**config.mk**
```make
export PLATFORM = sky130hd
export DESIGN_NAME = lru_page_replacement
export DESIGN_NICKNAME = d
export VERILOG_FILES = /design/src/rtl/core/lrp_pkg.sv /design/src/rtl/core/lrp_cell.sv /design/src/rtl/core/lru_page_replacement.sv
export SDC_FILE = /design/constraint.sdc
export NUM_CORES = 1
export LEC_CHECK = 0
export BUFFER_PORTS_ARGS = -buffer_cell sky130_fd_sc_hd__buf_4
export CELL_PAD_IN_SITES_DETAIL_PLACEMENT = 1
export CELL_PAD_IN_SITES_GLOBAL_PLACEMENT = 1
export CORE_MARGIN = 2
export CORE_UTILIZATION = 25
export DETAILED_ROUTE_END_ITERATION = 10
export PLACE_DENSITY = 0.5
export SLEW_MARGIN = 5
export SYNTH_ARGS = -nofsm -noshare
export SYNTH_HDL_FRONTEND = slang
export SYNTH_SLANG_ARGS = --single-unit
```
**constraint.sdc**
```tcl
create_clock -name clk -period 14.75 [get_ports clk]
set_clock_uncertainty 0.15 [all_clocks]
set_input_delay 0.7375 -clock clk [delete_from_list [all_inputs] [get_ports clk]]
set_output_delay 0.7375 -clock clk [all_outputs]
set_load 0.005 [all_outputs]
```
**src/rtl/core/lrp_pkg.sv**
```systemverilog
`timescale 1ns / 1ps

package lrp_pkg;

    localparam int CFG_W   = 4;
    localparam int FAULT_W = 32;

    localparam logic [CFG_W-1:0]   CFG_RESET = 4'd8;
    localparam logic [FAULT_W-1:0] FAULT_MAX = {FAULT_W{1'b1}};

    typedef enum logic [2:0]
    {
        ST_IDLE   = 3'b001,
        ST_SCAN   = 3'b010,
        ST_COMMIT = 3'b100
    } state_t;

    // status gathered while the lookup walks down the chain
    typedef struct packed
    {
        logic hit_found;
        logic empty_found;
    } scan_flags_t;

    // update broadcast to every cell at commit
    typedef struct packed
    {
        logic en;
        logic write;
    } upd_ctl_t;

endpackage

```
**src/rtl/core/lrp_cell.sv**
```systemverilog
`timescale 1ns / 1ps

module lrp_cell #(
    parameter int FRAMES    = 8,
    parameter int PAGE_BITS = 16,
    parameter int CELL_IDX  = 0
) (
    input  logic                                   clk,
    input  logic                                   rst_n,
    input  logic [$clog2(FRAMES+1)-1:0]            n_active,
    // scan record from the previous cell
    input  logic                                   scan_in_vld,
    input  lrp_pkg::scan_flags_t                   scan_in_flags,
    input  logic [PAGE_BITS-1:0]                   scan_in_page,
    input  logic [((FRAMES>1)?$clog2(FRAMES):1)-1:0] scan_in_hit_idx,
    input  logic [((FRAMES>1)?$clog2(FRAMES):1)-1:0] scan_in_hit_rank,
    input  logic [((FRAMES>1)?$clog2(FRAMES):1)-1:0] scan_in_empty_idx,
    input  logic [((FRAMES>1)?$clog2(FRAMES):1)-1:0] scan_in_best_rank,
    input  logic [((FRAMES>1)?$clog2(FRAMES):1)-1:0] scan_in_best_idx,
    input  logic [PAGE_BITS-1:0]                   scan_in_best_page,
    // scan record to the next cell
    output logic                                   scan_out_vld,
    output lrp_pkg::scan_flags_t                   scan_out_flags,
    output logic [PAGE_BITS-1:0]                   scan_out_page,
    output logic [((FRAMES>1)?$clog2(FRAMES):1)-1:0] scan_out_hit_idx,
    output logic [((FRAMES>1)?$clog2(FRAMES):1)-1:0] scan_out_hit_rank,
    output logic [((FRAMES>1)?$clog2(FRAMES):1)-1:0] scan_out_empty_idx,
    output logic [((FRAMES>1)?$clog2(FRAMES):1)-1:0] scan_out_best_rank,
    output logic [((FRAMES>1)?$clog2(FRAMES):1)-1:0] scan_out_best_idx,
    output logic [PAGE_BITS-1:0]                   scan_out_best_page,
    // commit broadcast
    input  lrp_pkg::upd_ctl_t                      upd,
    input  logic [((FRAMES>1)?$clog2(FRAMES):1)-1:0] upd_idx,
    input  logic [$clog2(FRAMES+1)-1:0]            upd_old_rank,
    input  logic [PAGE_BITS-1:0]                   upd_page
);

    localparam int IDX_W = (FRAMES > 1) ? $clog2(FRAMES) : 1;
    localparam int CNT_W = $clog2(FRAMES + 1);
    localparam logic [IDX_W-1:0] MY_IDX   = IDX_W'(CELL_IDX);
    localparam logic [IDX_W-1:0] RANK_MAX = IDX_W'(FRAMES - 1);
    localparam logic             IS_FIRST = (CELL_IDX == 0);

    logic                 valid_reg;
    logic [IDX_W-1:0]     rank_reg;
    logic [PAGE_BITS-1:0] page_reg;

    logic                 vld_reg;
    lrp_pkg::scan_flags_t flags_reg,     flags_next;
    logic [PAGE_BITS-1:0] spage_reg;
    logic [IDX_W-1:0]     hit_idx_reg,   hit_idx_next;
    logic [IDX_W-1:0]     hit_rank_reg,  hit_rank_next;
    logic [IDX_W-1:0]     empty_idx_reg, empty_idx_next;
    logic [IDX_W-1:0]     best_rank_reg, best_rank_next;
    logic [IDX_W-1:0]     best_idx_reg,  best_idx_next;
    logic [PAGE_BITS-1:0] best_page_reg, best_page_next;

    logic active;

    assign active = (CNT_W'(CELL_IDX) < n_active);

    always_comb
    begin
        flags_next     = scan_in_flags;
        hit_idx_next   = scan_in_hit_idx;
        hit_rank_next  = scan_in_hit_rank;
        empty_idx_next = scan_in_empty_idx;
        best_rank_next = scan_in_best_rank;
        best_idx_next  = scan_in_best_idx;
        best_page_next = scan_in_best_page;
        if (active && valid_reg && (page_reg == scan_in_page) && !scan_in_flags.hit_found)
        begin
            flags_next.hit_found = 1'b1;
            hit_idx_next         = MY_IDX;
            hit_rank_next        = rank_reg;
        end
        if (active && !valid_reg && !scan_in_flags.empty_found)
        begin
            flags_next.empty_found = 1'b1;
            empty_idx_next         = MY_IDX;
        end
        if (active && (IS_FIRST || (rank_reg > scan_in_best_rank)))
        begin
            best_rank_next = rank_reg;
            best_idx_next  = MY_IDX;
            best_page_next = page_reg;
        end
    end

    always_ff @(posedge clk or negedge rst_n)
    begin
        if (!rst_n)
        begin
            vld_reg <= 1'b0;
        end
        else
        begin
            vld_reg <= scan_in_vld;
        end
    end

    always_ff @(posedge clk)
    begin
        if (scan_in_vld)
        begin
            flags_reg     <= flags_next;
            spage_reg     <= scan_in_page;
            hit_idx_reg   <= hit_idx_next;
            hit_rank_reg  <= hit_rank_next;
            empty_idx_reg <= empty_idx_next;
            best_rank_reg <= best_rank_next;
            best_idx_reg  <= best_idx_next;
            best_page_reg <= best_page_next;
        end
    end

    // frame state
    always_ff @(posedge clk or negedge rst_n)
    begin
        if (!rst_n)
        begin
            valid_reg <= 1'b0;
            rank_reg  <= '0;
        end
        else if (upd.en)
        begin
            if (upd_idx == MY_IDX)
            begin
                rank_reg <= '0;
                if (upd.write)
                begin
                    valid_reg <= 1'b1;
                end
            end
            else if (active && valid_reg && (CNT_W'(rank_reg) < upd_old_rank)
                     && (rank_reg != RANK_MAX))
            begin
                rank_reg <= rank_reg + 1'b1;
            end
        end
    end

    always_ff @(posedge clk)
    begin
        if (upd.en && upd.write && (upd_idx == MY_IDX))
        begin
            page_reg <= upd_page;
        end
    end

    assign scan_out_vld       = vld_reg;
    assign scan_out_flags     = flags_reg;
    assign scan_out_page      = spage_reg;
    assign scan_out_hit_idx   = hit_idx_reg;
    assign scan_out_hit_rank  = hit_rank_reg;
    assign scan_out_empty_idx = empty_idx_reg;
    assign scan_out_best_rank = best_rank_reg;
    assign scan_out_best_idx  = best_idx_reg;
    assign scan_out_best_page = best_page_reg;

endmodule

```
**src/rtl/core/lru_page_replacement.sv**
```systemverilog
`timescale 1ns / 1ps
// lru page replacement, one reference at a time
// flow: a page accepted in idle walks the cell chain one frame per cycle,
//   through a register in each cell, then the fsm enters commit and registers
//   the result; a new reference is taken only after the commit, back in idle;
//   the commit waits while a finished result is held by result_stall
// reset: all frames empty, ranks and fault count zero, frames_in_use = 8

module lru_page_replacement #(
    parameter int FRAMES    = 8,
    parameter int PAGE_BITS = 16
) (
    input  logic                                     clk,
    input  logic                                     rst_n,
    input  logic                                     frames_we,
    input  logic [lrp_pkg::CFG_W-1:0]                frames_in_use,
    input  logic                                     page_valid,
    output logic                                     page_stall,
    input  logic [PAGE_BITS-1:0]                     page_number,
    output logic                                     result_valid,
    input  logic                                     result_stall,
    output logic                                     hit,
    output logic [((FRAMES>1)?$clog2(FRAMES):1)-1:0] slot,
    output logic                                     evicted_valid,
    output logic [PAGE_BITS-1:0]                     evicted_page,
    output logic [lrp_pkg::FAULT_W-1:0]              fault_count
);

    localparam int IDX_W = (FRAMES > 1) ? $clog2(FRAMES) : 1;
    localparam int CNT_W = $clog2(FRAMES + 1);
    localparam logic [CNT_W-1:0] FRAMES_C = CNT_W'(FRAMES);
    localparam logic [CNT_W-1:0] ONE_C    = CNT_W'(1);

    logic [lrp_pkg::CFG_W-1:0]   cfg_reg;
    lrp_pkg::state_t             state_reg, state_next;
    logic [lrp_pkg::FAULT_W-1:0] fault_reg;
    logic                        out_vld_reg;
    logic                        hit_reg;
    logic [IDX_W-1:0]            slot_reg;
    logic                        ev_vld_reg;
    logic [PAGE_BITS-1:0]        ev_page_reg;

    logic [CNT_W-1:0] n_active;
    logic             accept;
    logic             commit;

    logic                 ch_vld       [0:FRAMES];
    lrp_pkg::scan_flags_t ch_flags     [0:FRAMES];
    logic [PAGE_BITS-1:0] ch_page      [0:FRAMES];
    logic [IDX_W-1:0]     ch_hit_idx   [0:FRAMES];
    logic [IDX_W-1:0]     ch_hit_rank  [0:FRAMES];
    logic [IDX_W-1:0]     ch_empty_idx [0:FRAMES];
    logic [IDX_W-1:0]     ch_best_rank [0:FRAMES];
    logic [IDX_W-1:0]     ch_best_idx  [0:FRAMES];
    logic [PAGE_BITS-1:0] ch_best_page [0:FRAMES];

    lrp_pkg::upd_ctl_t    upd;
    logic [IDX_W-1:0]     upd_idx;
    logic [CNT_W-1:0]     upd_old_rank;

    lrp_pkg::scan_flags_t fin_flags;

    always_comb
    begin
        if (cfg_reg == '0)
        begin
            n_active = ONE_C;
        end
        else if (32'(cfg_reg) > 32'(FRAMES))
        begin
            n_active = FRAMES_C;
        end
        else
        begin
            n_active = CNT_W'(cfg_reg);
        end
    end

    always_ff @(posedge clk or negedge rst_n)
    begin
        if (!rst_n)
        begin
            cfg_reg <= lrp_pkg::CFG_RESET;
        end
        else if (frames_we)
        begin
            cfg_reg <= frames_in_use;
        end
    end

    assign accept     = page_valid && (state_reg == lrp_pkg::ST_IDLE);
    assign page_stall = (state_reg != lrp_pkg::ST_IDLE);
    assign commit     = (state_reg == lrp_pkg::ST_COMMIT) && (!out_vld_reg || !result_stall);

    always_comb
    begin
        state_next = state_reg;
        unique case (state_reg)
            lrp_pkg::ST_IDLE:
            begin
                if (page_valid)
                begin
                    state_next = lrp_pkg::ST_SCAN;
                end
            end
            lrp_pkg::ST_SCAN:
            begin
                if (ch_vld[FRAMES])
                begin
                    state_next = lrp_pkg::ST_COMMIT;
                end
            end
            lrp_pkg::ST_COMMIT:
            begin
                if (commit)
                begin
                    state_next = lrp_pkg::ST_IDLE;
                end
            end
            default:
            begin
                state_next = lrp_pkg::ST_IDLE;
            end
        endcase
    end

    always_ff @(posedge clk or negedge rst_n)
    begin
        if (!rst_n)
        begin
            state_reg <= lrp_pkg::ST_IDLE;
        end
        else
        begin
            state_reg <= state_next;
        end
    end

    // head of the chain
    assign ch_vld[0]       = accept;
    assign ch_flags[0]     = '0;
    assign ch_page[0]      = page_number;
    assign ch_hit_idx[0]   = '0;
    assign ch_hit_rank[0]  = '0;
    assign ch_empty_idx[0] = '0;
    assign ch_best_rank[0] = '0;
    assign ch_best_idx[0]  = '0;
    assign ch_best_page[0] = '0;

    for (genvar k = 0; k < FRAMES; k++)
    begin : g_cell
        lrp_cell #(
            .FRAMES    (FRAMES),
            .PAGE_BITS (PAGE_BITS),
            .CELL_IDX  (k)
        ) u_cell (
            .clk                (clk),
            .rst_n              (rst_n),
            .n_active           (n_active),
            .scan_in_vld        (ch_vld[k]),
            .scan_in_flags      (ch_flags[k]),
            .scan_in_page       (ch_page[k]),
            .scan_in_hit_idx    (ch_hit_idx[k]),
            .scan_in_hit_rank   (ch_hit_rank[k]),
            .scan_in_empty_idx  (ch_empty_idx[k]),
            .scan_in_best_rank  (ch_best_rank[k]),
            .scan_in_best_idx   (ch_best_idx[k]),
            .scan_in_best_page  (ch_best_page[k]),
            .scan_out_vld       (ch_vld[k+1]),
            .scan_out_flags     (ch_flags[k+1]),
            .scan_out_page      (ch_page[k+1]),
            .scan_out_hit_idx   (ch_hit_idx[k+1]),
            .scan_out_hit_rank  (ch_hit_rank[k+1]),
            .scan_out_empty_idx (ch_empty_idx[k+1]),
            .scan_out_best_rank (ch_best_rank[k+1]),
            .scan_out_best_idx  (ch_best_idx[k+1]),
            .scan_out_best_page (ch_best_page[k+1]),
            .upd                (upd),
            .upd_idx            (upd_idx),
            .upd_old_rank       (upd_old_rank),
            .upd_page           (ch_page[FRAMES])
        );
    end

    // commit decision from the record at the end of the chain
    assign fin_flags = ch_flags[FRAMES];

    always_comb
    begin
        upd.en = commit;
        if (fin_flags.hit_found)
        begin
            upd.write    = 1'b0;
            upd_idx      = ch_hit_idx[FRAMES];
            upd_old_rank = CNT_W'(ch_hit_rank[FRAMES]);
        end
        else if (fin_flags.empty_found)
        begin
            upd.write    = 1'b1;
            upd_idx      = ch_empty_idx[FRAMES];
            upd_old_rank = FRAMES_C;
        end
        else
        begin
            upd.write    = 1'b1;
            upd_idx      = ch_best_idx[FRAMES];
            upd_old_rank = CNT_W'(ch_best_rank[FRAMES]);
        end
    end

    always_ff @(posedge clk or negedge rst_n)
    begin
        if (!rst_n)
        begin
            fault_reg   <= '0;
            out_vld_reg <= 1'b0;
        end
        else
        begin
            if (commit)
            begin
                out_vld_reg <= 1'b1;
                if (!fin_flags.hit_found && (fault_reg != lrp_pkg::FAULT_MAX))
                begin
                    fault_reg <= fault_reg + 1'b1;
                end
            end
            else if (!result_stall)
            begin
                out_vld_reg <= 1'b0;
            end
        end
    end

    always_ff @(posedge clk)
    begin
        if (commit)
        begin
            hit_reg  <= fin_flags.hit_found;
            slot_reg <= upd_idx;
            if (!fin_flags.hit_found && !fin_flags.empty_found)
            begin
                ev_vld_reg  <= 1'b1;
                ev_page_reg <= ch_best_page[FRAMES];
            end
            else
            begin
                ev_vld_reg  <= 1'b0;
                ev_page_reg <= '0;
            end
        end
    end

    assign result_valid  = out_vld_reg;
    assign hit           = hit_reg;
    assign slot          = slot_reg;
    assign evicted_valid = ev_vld_reg;
    assign evicted_page  = ev_page_reg;
    assign fault_count   = fault_reg;

endmodule

```
Word level (Yosys, flattened, before mapping)
Index checks and enable logic that the tools add are counted.

Word-level logic and storage cells: 357. Output and inout port bits: 55. Flip-flop bits (word level): 600. Bits of input ports: 25.

Multiplexer cells: 53. Bitwise operators: 1. Order comparisons: 24. Reduce and logical (&&, ||, !) cells: 129. Add/sub/neg operators: 9. Eq/ne operators: 32.

Operators with widths (number): $eq 16x16->1 (8); $mux 16 (7); $mux 3 (35); $logic_and 1x1->1 (74); $add 32x1->32 const B (1); $lt 3x4->1 (8); $ne 32x32->1 const B (1); $reduce_and 3->1 (9); $logic_not 1->1 (26); $add 3x1->3 const B (8); $ne 3x3->1 const B (8); $gt 3x3->1 (7); $reduce_and 2->1 (9); $lt 3x4->1 const A (4); $mux 4 (4); $reduce_bool 2->1 (8); $eq 3x3->1 const B (5); $eq 3x2->1 const B (3); $pmux 3 s3 (1); $lt 1x4->1 const A (2); $lt 2x4->1 const A (2); $eq 3x1->1 const B (2); $mux 1 (6); $gt 4x4->1 const B (1); other kinds (7) (9).

Longest topological paths before layout
Gate-level depths: netlist of run 1.

Depth in word-level cells: 9. Depth in mapped cells: 10. Depth with buffers taken out: 8.

Cells and area by module
From an unflattened synthesis of run 1, not the netlist that was laid out.

Cell total of the unflattened synthesis: 1568. Area total of the unflattened synthesis: 25796.0 um2.

Modules (own cells, without submodules): lru_page_replacement (sequential area each 1634.1 um2, instances 1, area each 2896.5 um2, cells an instance 249); lrp_cell at g_cell[1].u_cell (sequential area each 2077.0 um2, instances 1, area each 2880.3 um2, cells an instance 165); lrp_cell at g_cell[2].u_cell (sequential area each 2077.0 um2, instances 1, area each 2876.5 um2, cells an instance 165); lrp_cell at g_cell[5].u_cell (sequential area each 2077.0 um2, instances 1, area each 2874.0 um2, cells an instance 166); lrp_cell at g_cell[4].u_cell (sequential area each 2077.0 um2, instances 1, area each 2871.5 um2, cells an instance 166); lrp_cell at g_cell[3].u_cell (sequential area each 2077.0 um2, instances 1, area each 2869.0 um2, cells an instance 167); lrp_cell at g_cell[6].u_cell (sequential area each 2077.0 um2, instances 1, area each 2861.5 um2, cells an instance 166); lrp_cell at g_cell[7].u_cell (sequential area each 2077.0 um2, instances 1, area each 2852.7 um2, cells an instance 169); lrp_cell at g_cell[0].u_cell (sequential area each 2077.0 um2, instances 1, area each 2813.9 um2, cells an instance 155).

Least setup slack after synthesis of run 1
No wires, ideal clock.

Path kind: input -> register. Start point: input port page_valid. End point: register g_cell[0].u_cell.best_page_reg[0] (enable). Arrival: 4751 ps. Data required time: 14055 ps. Path slack: 9305 ps. Setup time: 545 ps. Stages on the path: 1. Buffers on the path: 0. Path through: nor4bb_1.

Cells in the longest elaborated chain, start to end: 1.

RTL lines: from (decl) (line lru_page_replacement.sv:17) `input logic page_valid,`; $logic_and 1x1->1 (line lru_page_replacement.sv:91) `assign accept = page_valid && (state_reg == lrp_pkg::ST_IDLE);`; to (signal assigned) (line lrp_cell.sv:113) `best_page_reg <= best_page_next;`; to (decl) (line lrp_cell.sv:56) `logic [PAGE_BITS-1:0] best_page_reg, best_page_next;`.

No other way between the ends. A chain may end at the register's enable or synchronous reset.

Worst setup path in the final report of run 1
Start point: register g_cell[7].u_cell.flags_reg (netlist bit g_cell[7].u_cell.scan_out_flags[1]). End point: register g_cell[7].u_cell.rank_reg[2].

Cells in the longest elaborated chain, start to end: 6. Elaborated cells on any way between the ends: 9. Those cells by class: order compare: 1; eq/ne: 1; mux: 3; reduce/logical: 4.

RTL lines: from (decl) (line lrp_cell.sv:49) `lrp_pkg::scan_flags_t flags_reg, flags_next;`; from (signal assigned) (line lrp_cell.sv:106) `flags_reg <= flags_next;`; $mux 4 (line lru_page_replacement.sv:191) `if (fin_flags.hit_found)`; $lt 3x4->1 (line lrp_cell.sv:135) `else if (active && valid_reg && (CNT_W'(rank_reg) < upd_old_rank)`; $logic_and 1x1->1 (line lrp_cell.sv:135); $logic_and 1x1->1 (line lrp_cell.sv:136) `&& (rank_reg != RANK_MAX))`; $reduce_bool 2->1 (no source line); $reduce_and 2->1 (no source line); to (signal assigned) (line lrp_cell.sv:138) `rank_reg <= rank_reg + 1'b1;`; to (decl) (line lrp_cell.sv:45) `logic [IDX_W-1:0] rank_reg;`.

Parallel ways exist; a longest one is shown, timed or not.

==> summary.txt, run 1 <==
Floorplanning
  • Die width: 316 µm
  • Die area: 100,000 µm²
  • Die height: 316 µm
  • Core area: 96,700 µm²
  • I/O pin count: 80
  • Starting density of the core: 25.2%
  • FP Rows: 114

Min path
  • HP Class: in -> reg
  • Cell count of the worst hold path: 1
  • Hold_sp: page_number[9]
  • Hold Path End: g_cell[0].u_cell.scan_out_page[9]

Clock network
  • H-tree depth: 2
  • CTS Buf Count: 61
  • Post-cts resize count: 0
  • Root Buffer: clkbuf_16
  • Clk_lat worst skew: 0.64 ns
  • CTS tree: done
  • Worst-path clk slew: 0.06 ns
  • Clk buf depth: 3
  • Clock Sinks: 600

Placed design
  • Pre-CTS WS: 10.73 ns
  • RD Place Congestion: 0.761
  • Area after DPL: 26,700 µm²
  • Port bufs: 79
  • Hpwl dp: 40,600 µm

GRT
  • Initial antenna violation count: 0
  • Grt ovf: 0
  • First-pass GRT wire length: 83,600 µm
  • Vias in the first global route: 13.2k
  • Largest net degree at the start of global routing: 57
  • GRT Overall Usage: 11.0%

Final layout
  • Layout cells sized above 1: 26.1%
  • Final net count: 1,649
  • Most frequent cells in the layout: 520 x edfxtp_1, 160 x mux2_2, 98 x buf_4, 85 x xnor2_1, 75 x xor2_1
  • Sequential standard cell area: 17,600 µm²
  • Multi-input logic area: 6580 µm²
  • Synth-to-Final Area Change: 17.5%
  • Post-route cell area: 28,600 µm²
  • Commonest non-fill, non-tap cell in the layout: edfxtp_1
  • Fill cells: 10.1k

Pwr
  • Sequential share of power: 55.9%
  • Logic pwr share: 11.3%
  • VDD IR max: 96.6 µV
  • Clock Power Share: 32.8%
  • Pwr Density: 162 nW/µm²
  • Internal power: 3.42 mW
  • Switching part of the total: 26.1%
  • NetSw: 1.21 mW
  • Total power: 4.63 mW
  • Leakage: 10.0 nW

Setup path
  • WP data required: 15.11 ns
  • Reg2Reg Setup Slack: 11.25 ns
  • Setup crit start kind: flip-flop
  • R2R cell count: 8
  • Reg-to-reg endpoint: g_cell[7].u_cell.rank_reg[2]
  • Reg2Reg Launch Point: g_cell[7].u_cell.scan_out_flags[1]
  • Crit end category: flip-flop
  • CP Data Arrival Time: 3.86 ns
  • Worst Path Max Fanout: 19
  • Crit path kind: reg -> reg

Synth
  • EDFF count, synth: 520
  • Post-synth top flop: edfxtp_1
  • Area of the mapped netlist: 24,400 µm²
  • Async S/R FF share, synth: 13.3%
  • Syn Nets: 1,530
  • Seq/Total Area, Yosys: 72.3%
  • Seq cells post-synth: 600
  • Synth Instances: 1,451
  • Yosys warnings: 0
  • Synthesized area per cell: 16.8 µm²
  • Cell variety after synth: 60

STA
  • Minimum clock period: 3.50 ns
  • Fin crit share: 23.7%
  • RSZ-0062 raised after global routing: no
  • Final Max Tran Viols: 0
  • Final hold vios: 0
  • Worst-Margin Slew: 1.18 ns
  • Setup TNS: 0 ns
  • Final WS setup: 11.25 ns
  • Worst rel slew slack: 21.6%
  • Endpoints failing setup: 0
  • Fmax: 286 MHz

Drt
  • M1 wire length: 24,500 µm
  • ANT nets after route: 0
  • Residual DRC count: 0
  • Iteration-0 DRC Markers: 612
  • Drt pass-1 iters: 4
  • WL met2: 26,500 µm
  • Met3 routed WL: 1780 µm
  • Vias per cell: 4.07
  • Highest metal used: met4
  • Vias: 11.8k
  • Post-Route WL: 54,600 µm
  • Routed len/inst: 18.9 µm

Job
  • Max Cap Viol: 0

Outcome
  • Status: complete, no violations
cell families after synthesis:
| kind of cell | count (synthesis) | share of synthesized area (%) |
|---|---|---|
| compound gates | 90 | 2.63 |
| mux | 176 | 8.07 |
| fa+ha+maj | 54 | 2.77 |
| buf+inv | 75 | 1.25 |
| xor+xnor | 160 | 5.75 |
| simple gates | 296 | 7.21 |
| flops | 600 | 72.3 |
how the worst max path moves through the flow:
stage | startpoint | endpoint | slack [ns] | cells after the start
2_1_floorplan | page_valid | g_cell[0].u_cell.scan_out_best_page[0] | 9.30 | 1
3_3_place_gp | g_cell[7].u_cell.scan_out_flags[1] | g_cell[6].u_cell.rank_reg[0] | 11.05 | 9
3_5_place_dp | g_cell[7].u_cell.scan_out_flags[1] | g_cell[7].u_cell.rank_reg[2] | 10.73 | 8
4_1_cts | g_cell[7].u_cell.scan_out_flags[1] | g_cell[7].u_cell.rank_reg[2] | 10.73 | 8
5_1_grt | g_cell[7].u_cell.scan_out_flags[1] | g_cell[7].u_cell.rank_reg[2] | 10.91 | 8
6_report | g_cell[7].u_cell.scan_out_flags[1] | g_cell[7].u_cell.rank_reg[2] | 11.25 | 8
stage by stage:
stage | instances | hold slack [ns] | util, %
floorplan | 1451 | 0.292 | -
global placement | 2782 | 0.224 | 27.6
detailed placement | 2782 | 0.227 | 27.6
CTS | 2891 | 0.0901 | 29.6
global route | 2891 | 0.105 | 29.6
finish | 2892 | 0.139 | 29.6
area by class of cell:
| type | instances | area share [%] |
|---|---|---|
| flip-flops and latches | 600 | 61.6 |
| multi-input cells | 776 | 23.0 |
| clock buffers | 75 | 5.62 |
| well taps | 1276 | 5.58 |
| repair buffers | 99 | 2.60 |
| clock inverters | 33 | 1.22 |
| inverters | 32 | 0.420 |
| diodes | 1 | 0.00874 |
timing repair:
item	in CTS	in global routing
hold buffers	1	0
buffers inserted	0	0
hold endpoints to repair	23	0
layer usage:
layer	track usage, %	up-vias
met5	0	-
met4	4.34	0
met3	1.76	83
met2	18.6	143
met1	14.1	5858
li1	-	5696
power by group through the flow:
stage	Sequential, mW	Combinational [mW]	Clock (mW)
after floorplan	2.52	0.345	0
after global placement	2.63	0.523	0
after detailed placement	2.64	0.532	0
after CTS	2.61	0.539	1.57
after global routing	2.65	0.578	1.63
final	2.59	0.525	1.52
worst max-delay path, stage by stage (launching register included):
cell      delay (ns)
edfxtp_1        0.60
nor2_2          0.63
a22oi_1         0.21
buf_4           0.25
ha_1            0.28
o21ai_0         0.07
o311ai_0        0.86
mux2i_1         0.28
nor2_1          0.06
cells in the mapped netlist, drive strengths merged, types with 2 or more instances:
| cell | n | share of area (%) |
|---|---|---|
| a22o | 6 | 0.22 |
| nor4b | 6 | 0.27 |
| xnor2 | 85 | 3.1 |
| nor3 | 18 | 0.39 |
| a22oi | 2 | 0.062 |
| or2 | 40 | 1.0 |
| and3 | 6 | 0.15 |
| and4b | 2 | 0.082 |
| nand3b | 4 | 0.12 |
| mux2 | 161 | 7.5 |
| a21o | 8 | 0.25 |
| nor2b | 20 | 0.51 |
| mux2i | 15 | 0.62 |
| nor2 | 41 | 0.63 |
| inv | 32 | 0.49 |
| nand3 | 23 | 0.47 |
| o211ai | 7 | 0.22 |
| xor2 | 75 | 2.7 |
| and4 | 3 | 0.11 |
| dfstp | 2 | 0.22 |
| nand4 | 22 | 0.56 |
| or3b | 4 | 0.14 |
| o21a | 5 | 0.15 |
| o2111a | 4 | 0.18 |
| nand2 | 32 | 0.52 |
| a21oi | 24 | 0.51 |
| and2 | 23 | 0.59 |
| or3 | 3 | 0.077 |
| o21bai | 5 | 0.15 |
| dfrtp | 78 | 8.0 |
| buf | 8 | 0.22 |
| a211oi | 7 | 0.24 |
| edfxtp | 520 | 64 |
| clkbuf | 35 | 0.54 |
| nor4 | 24 | 0.73 |
| nand2b | 10 | 0.26 |
| ha | 54 | 2.8 |
| a311oi | 6 | 0.22 |
| a31oi | 2 | 0.051 |
| nand4b | 8 | 0.29 |
| o21ai | 9 | 0.18 |
| or4 | 4 | 0.12 |
Power figures use the tool's default switching activity.
==> inputs of run 2 (changes only) <==
Settings changed: PLACE_DENSITY 0.5 to 0.52.
Clock period 14.75 ns to 3 ns, I/O delays scaled along.
==> summary.txt, run 2 (synthesized netlist as in run 1, its figures left out) <==
Outcome
  • Status: complete, no violations

Pwr
  • Logic pwr share: 12.1%
  • Clock Power Share: 32.3%
  • Total power: 22.9 mW
  • Sequential share of power: 55.6%
  • Switching part of the total: 26.1%
  • Internal power: 16.9 mW
  • NetSw: 5.98 mW
  • Pwr Density: 784 nW/µm²
  • VDD IR max: 597 µV
  • Leakage: 10.3 nW

Floorplanning
  • Die area: 100,000 µm²
  • Core area: 96,700 µm²
  • I/O pin count: 80
  • Starting density of the core: 25.2%
  • Die width: 316 µm
  • Die height: 316 µm
  • FP Rows: 114

Placed design
  • RD Place Congestion: 0.773
  • Area after DPL: 26,900 µm²
  • Port bufs: 79
  • Hpwl dp: 42,400 µm

GRT
  • Largest net degree at the start of global routing: 51
  • Vias in the first global route: 13.6k
  • Initial antenna violation count: 1
  • GRT Overall Usage: 11.3%
  • First-pass GRT wire length: 86,400 µm
  • Grt ovf: 0

STA
  • Worst-Margin Slew: 1.09 ns
  • Endpoints failing setup: 0
  • RSZ-0062 raised after global routing: no
  • Setup TNS: 0 ns
  • Fmax: 354 MHz
  • Final Max Tran Viols: 0
  • Fin crit share: 94.2%
  • Final hold vios: 0
  • Worst rel slew slack: 27.5%
  • Minimum clock period: 2.83 ns

Clock network
  • Clk buf depth: 3
  • Root Buffer: clkbuf_16
  • Post-cts resize count: 0
  • Clk_lat worst skew: 0.65 ns
  • Worst-path clk slew: 0.06 ns
  • H-tree depth: 2
  • Clock Sinks: 600
  • CTS Buf Count: 61
  • CTS tree: done

Final layout
  • Final net count: 1,705
  • Synth-to-Final Area Change: 19.8%
  • Layout cells sized above 1: 26.4%
  • Most frequent cells in the layout: 520 x edfxtp_1, 160 x mux2_2, 121 x buf_4, 85 x xnor2_1, 75 x xor2_1
  • Commonest non-fill, non-tap cell in the layout: edfxtp_1
  • Post-route cell area: 29,200 µm²
  • Fill cells: 10.1k

Setup path
  • WP data required: 3.22 ns
  • Crit end category: flip-flop
  • Worst Path Max Fanout: 12
  • Setup crit start kind: flip-flop
  • CP Data Arrival Time: 3.05 ns
  • Crit path kind: reg -> reg

Drt
  • ANT nets after route: 0
  • Iteration-0 DRC Markers: 553
  • Vias: 12.2k
  • Drt pass-1 iters: 6
  • Post-Route WL: 56,000 µm
  • Routed len/inst: 19.0 µm
  • Vias per cell: 4.14
  • Residual DRC count: 0

Min path
  • HP Class: in -> reg

Job
  • Max Cap Viol: 0
-- run 2: repair_timing --
action                                  CTS  global route
hold endpoints to repair                102             0
buffers inserted                          0             0
endpoints found under the setup margin    0             0
hold buffers                             29             0
-- run 2: worst paths after layout --
check                                                   from                                endpoint  slack (ns)  cells past startpoint
worst min register to register  g_cell[0].u_cell.page_reg[8]  g_cell[0].u_cell.scan_out_best_page[8]        0.32                      0
min in group asynchronous                              rst_n                         fault_count[12]        0.48                      4
max in group asynchronous                              rst_n                              cfg_reg[3]        1.96                      4
worst min-delay path                         page_number[10]      g_cell[0].u_cell.scan_out_page[10]        0.10                      2
worst max register to register                    cfg_reg[3]   g_cell[4].u_cell.scan_out_hit_rank[0]        0.17                      4
worst max-delay path                              cfg_reg[3]   g_cell[4].u_cell.scan_out_hit_rank[0]        0.17                      4
-- run 2: area by class of cell --
cell class              instances  area, µm²  share of cell area (%)
diodes                          1       2.50                 0.00857
flip-flops and latches        600      17600                    60.4
multi-input cells             776       6580                    22.5
clock buffers                  81       1620                    5.56
inverters                      32        120                   0.411
repair buffers                155       1320                    4.51
clock inverters                33        325                    1.11
well taps                    1276       1600                    5.47
-- run 2: routing by layer --
metal  vias up  track usage, %  part of all wire (%)
li1       5822               -                     -
met1      6156            14.3                    45
met2       164            19.5                    49
met3        92            1.86                   3.1
met4         0            3.89                   2.9
met5         -               0                     0
-- run 2: stage by stage --
| step | setup WS [ns] | hold WS (ns) | util [%] | cells |
|---|---|---|---|---|
| floorplan | 0.0408 | -0.296 | - | 1451 |
| global placement | 0.198 | 0.0479 | 27.9 | 2810 |
| detailed placement | 0.117 | 0.0566 | 27.9 | 2810 |
| CTS | 0.104 | 0.0626 | 30.2 | 2953 |
| global route | 0.0281 | 0.0754 | 30.2 | 2953 |
| finish | 0.174 | 0.102 | 30.2 | 2954 |
-- run 2: power groups by stage --
| stage | logic, mW | clock network [mW] | registers (mW) |
|---|---|---|---|
| finish | 2.77 | 7.39 | 12.7 |
| global route | 3.03 | 7.93 | 13.0 |
| CTS | 2.83 | 7.65 | 12.8 |
| detailed placement | 2.76 | 0 | 13.0 |
| global placement | 2.70 | 0 | 12.9 |
| floorplan | 1.71 | 0 | 12.4 |
-- run 2: worst max-delay path, cell delays in order, from the launching register on --
cell     delay (ns)
dfstp_2        0.69
o21ai_0        0.29
or4_1          0.62
nor3_2         0.40
mux2_2         0.41
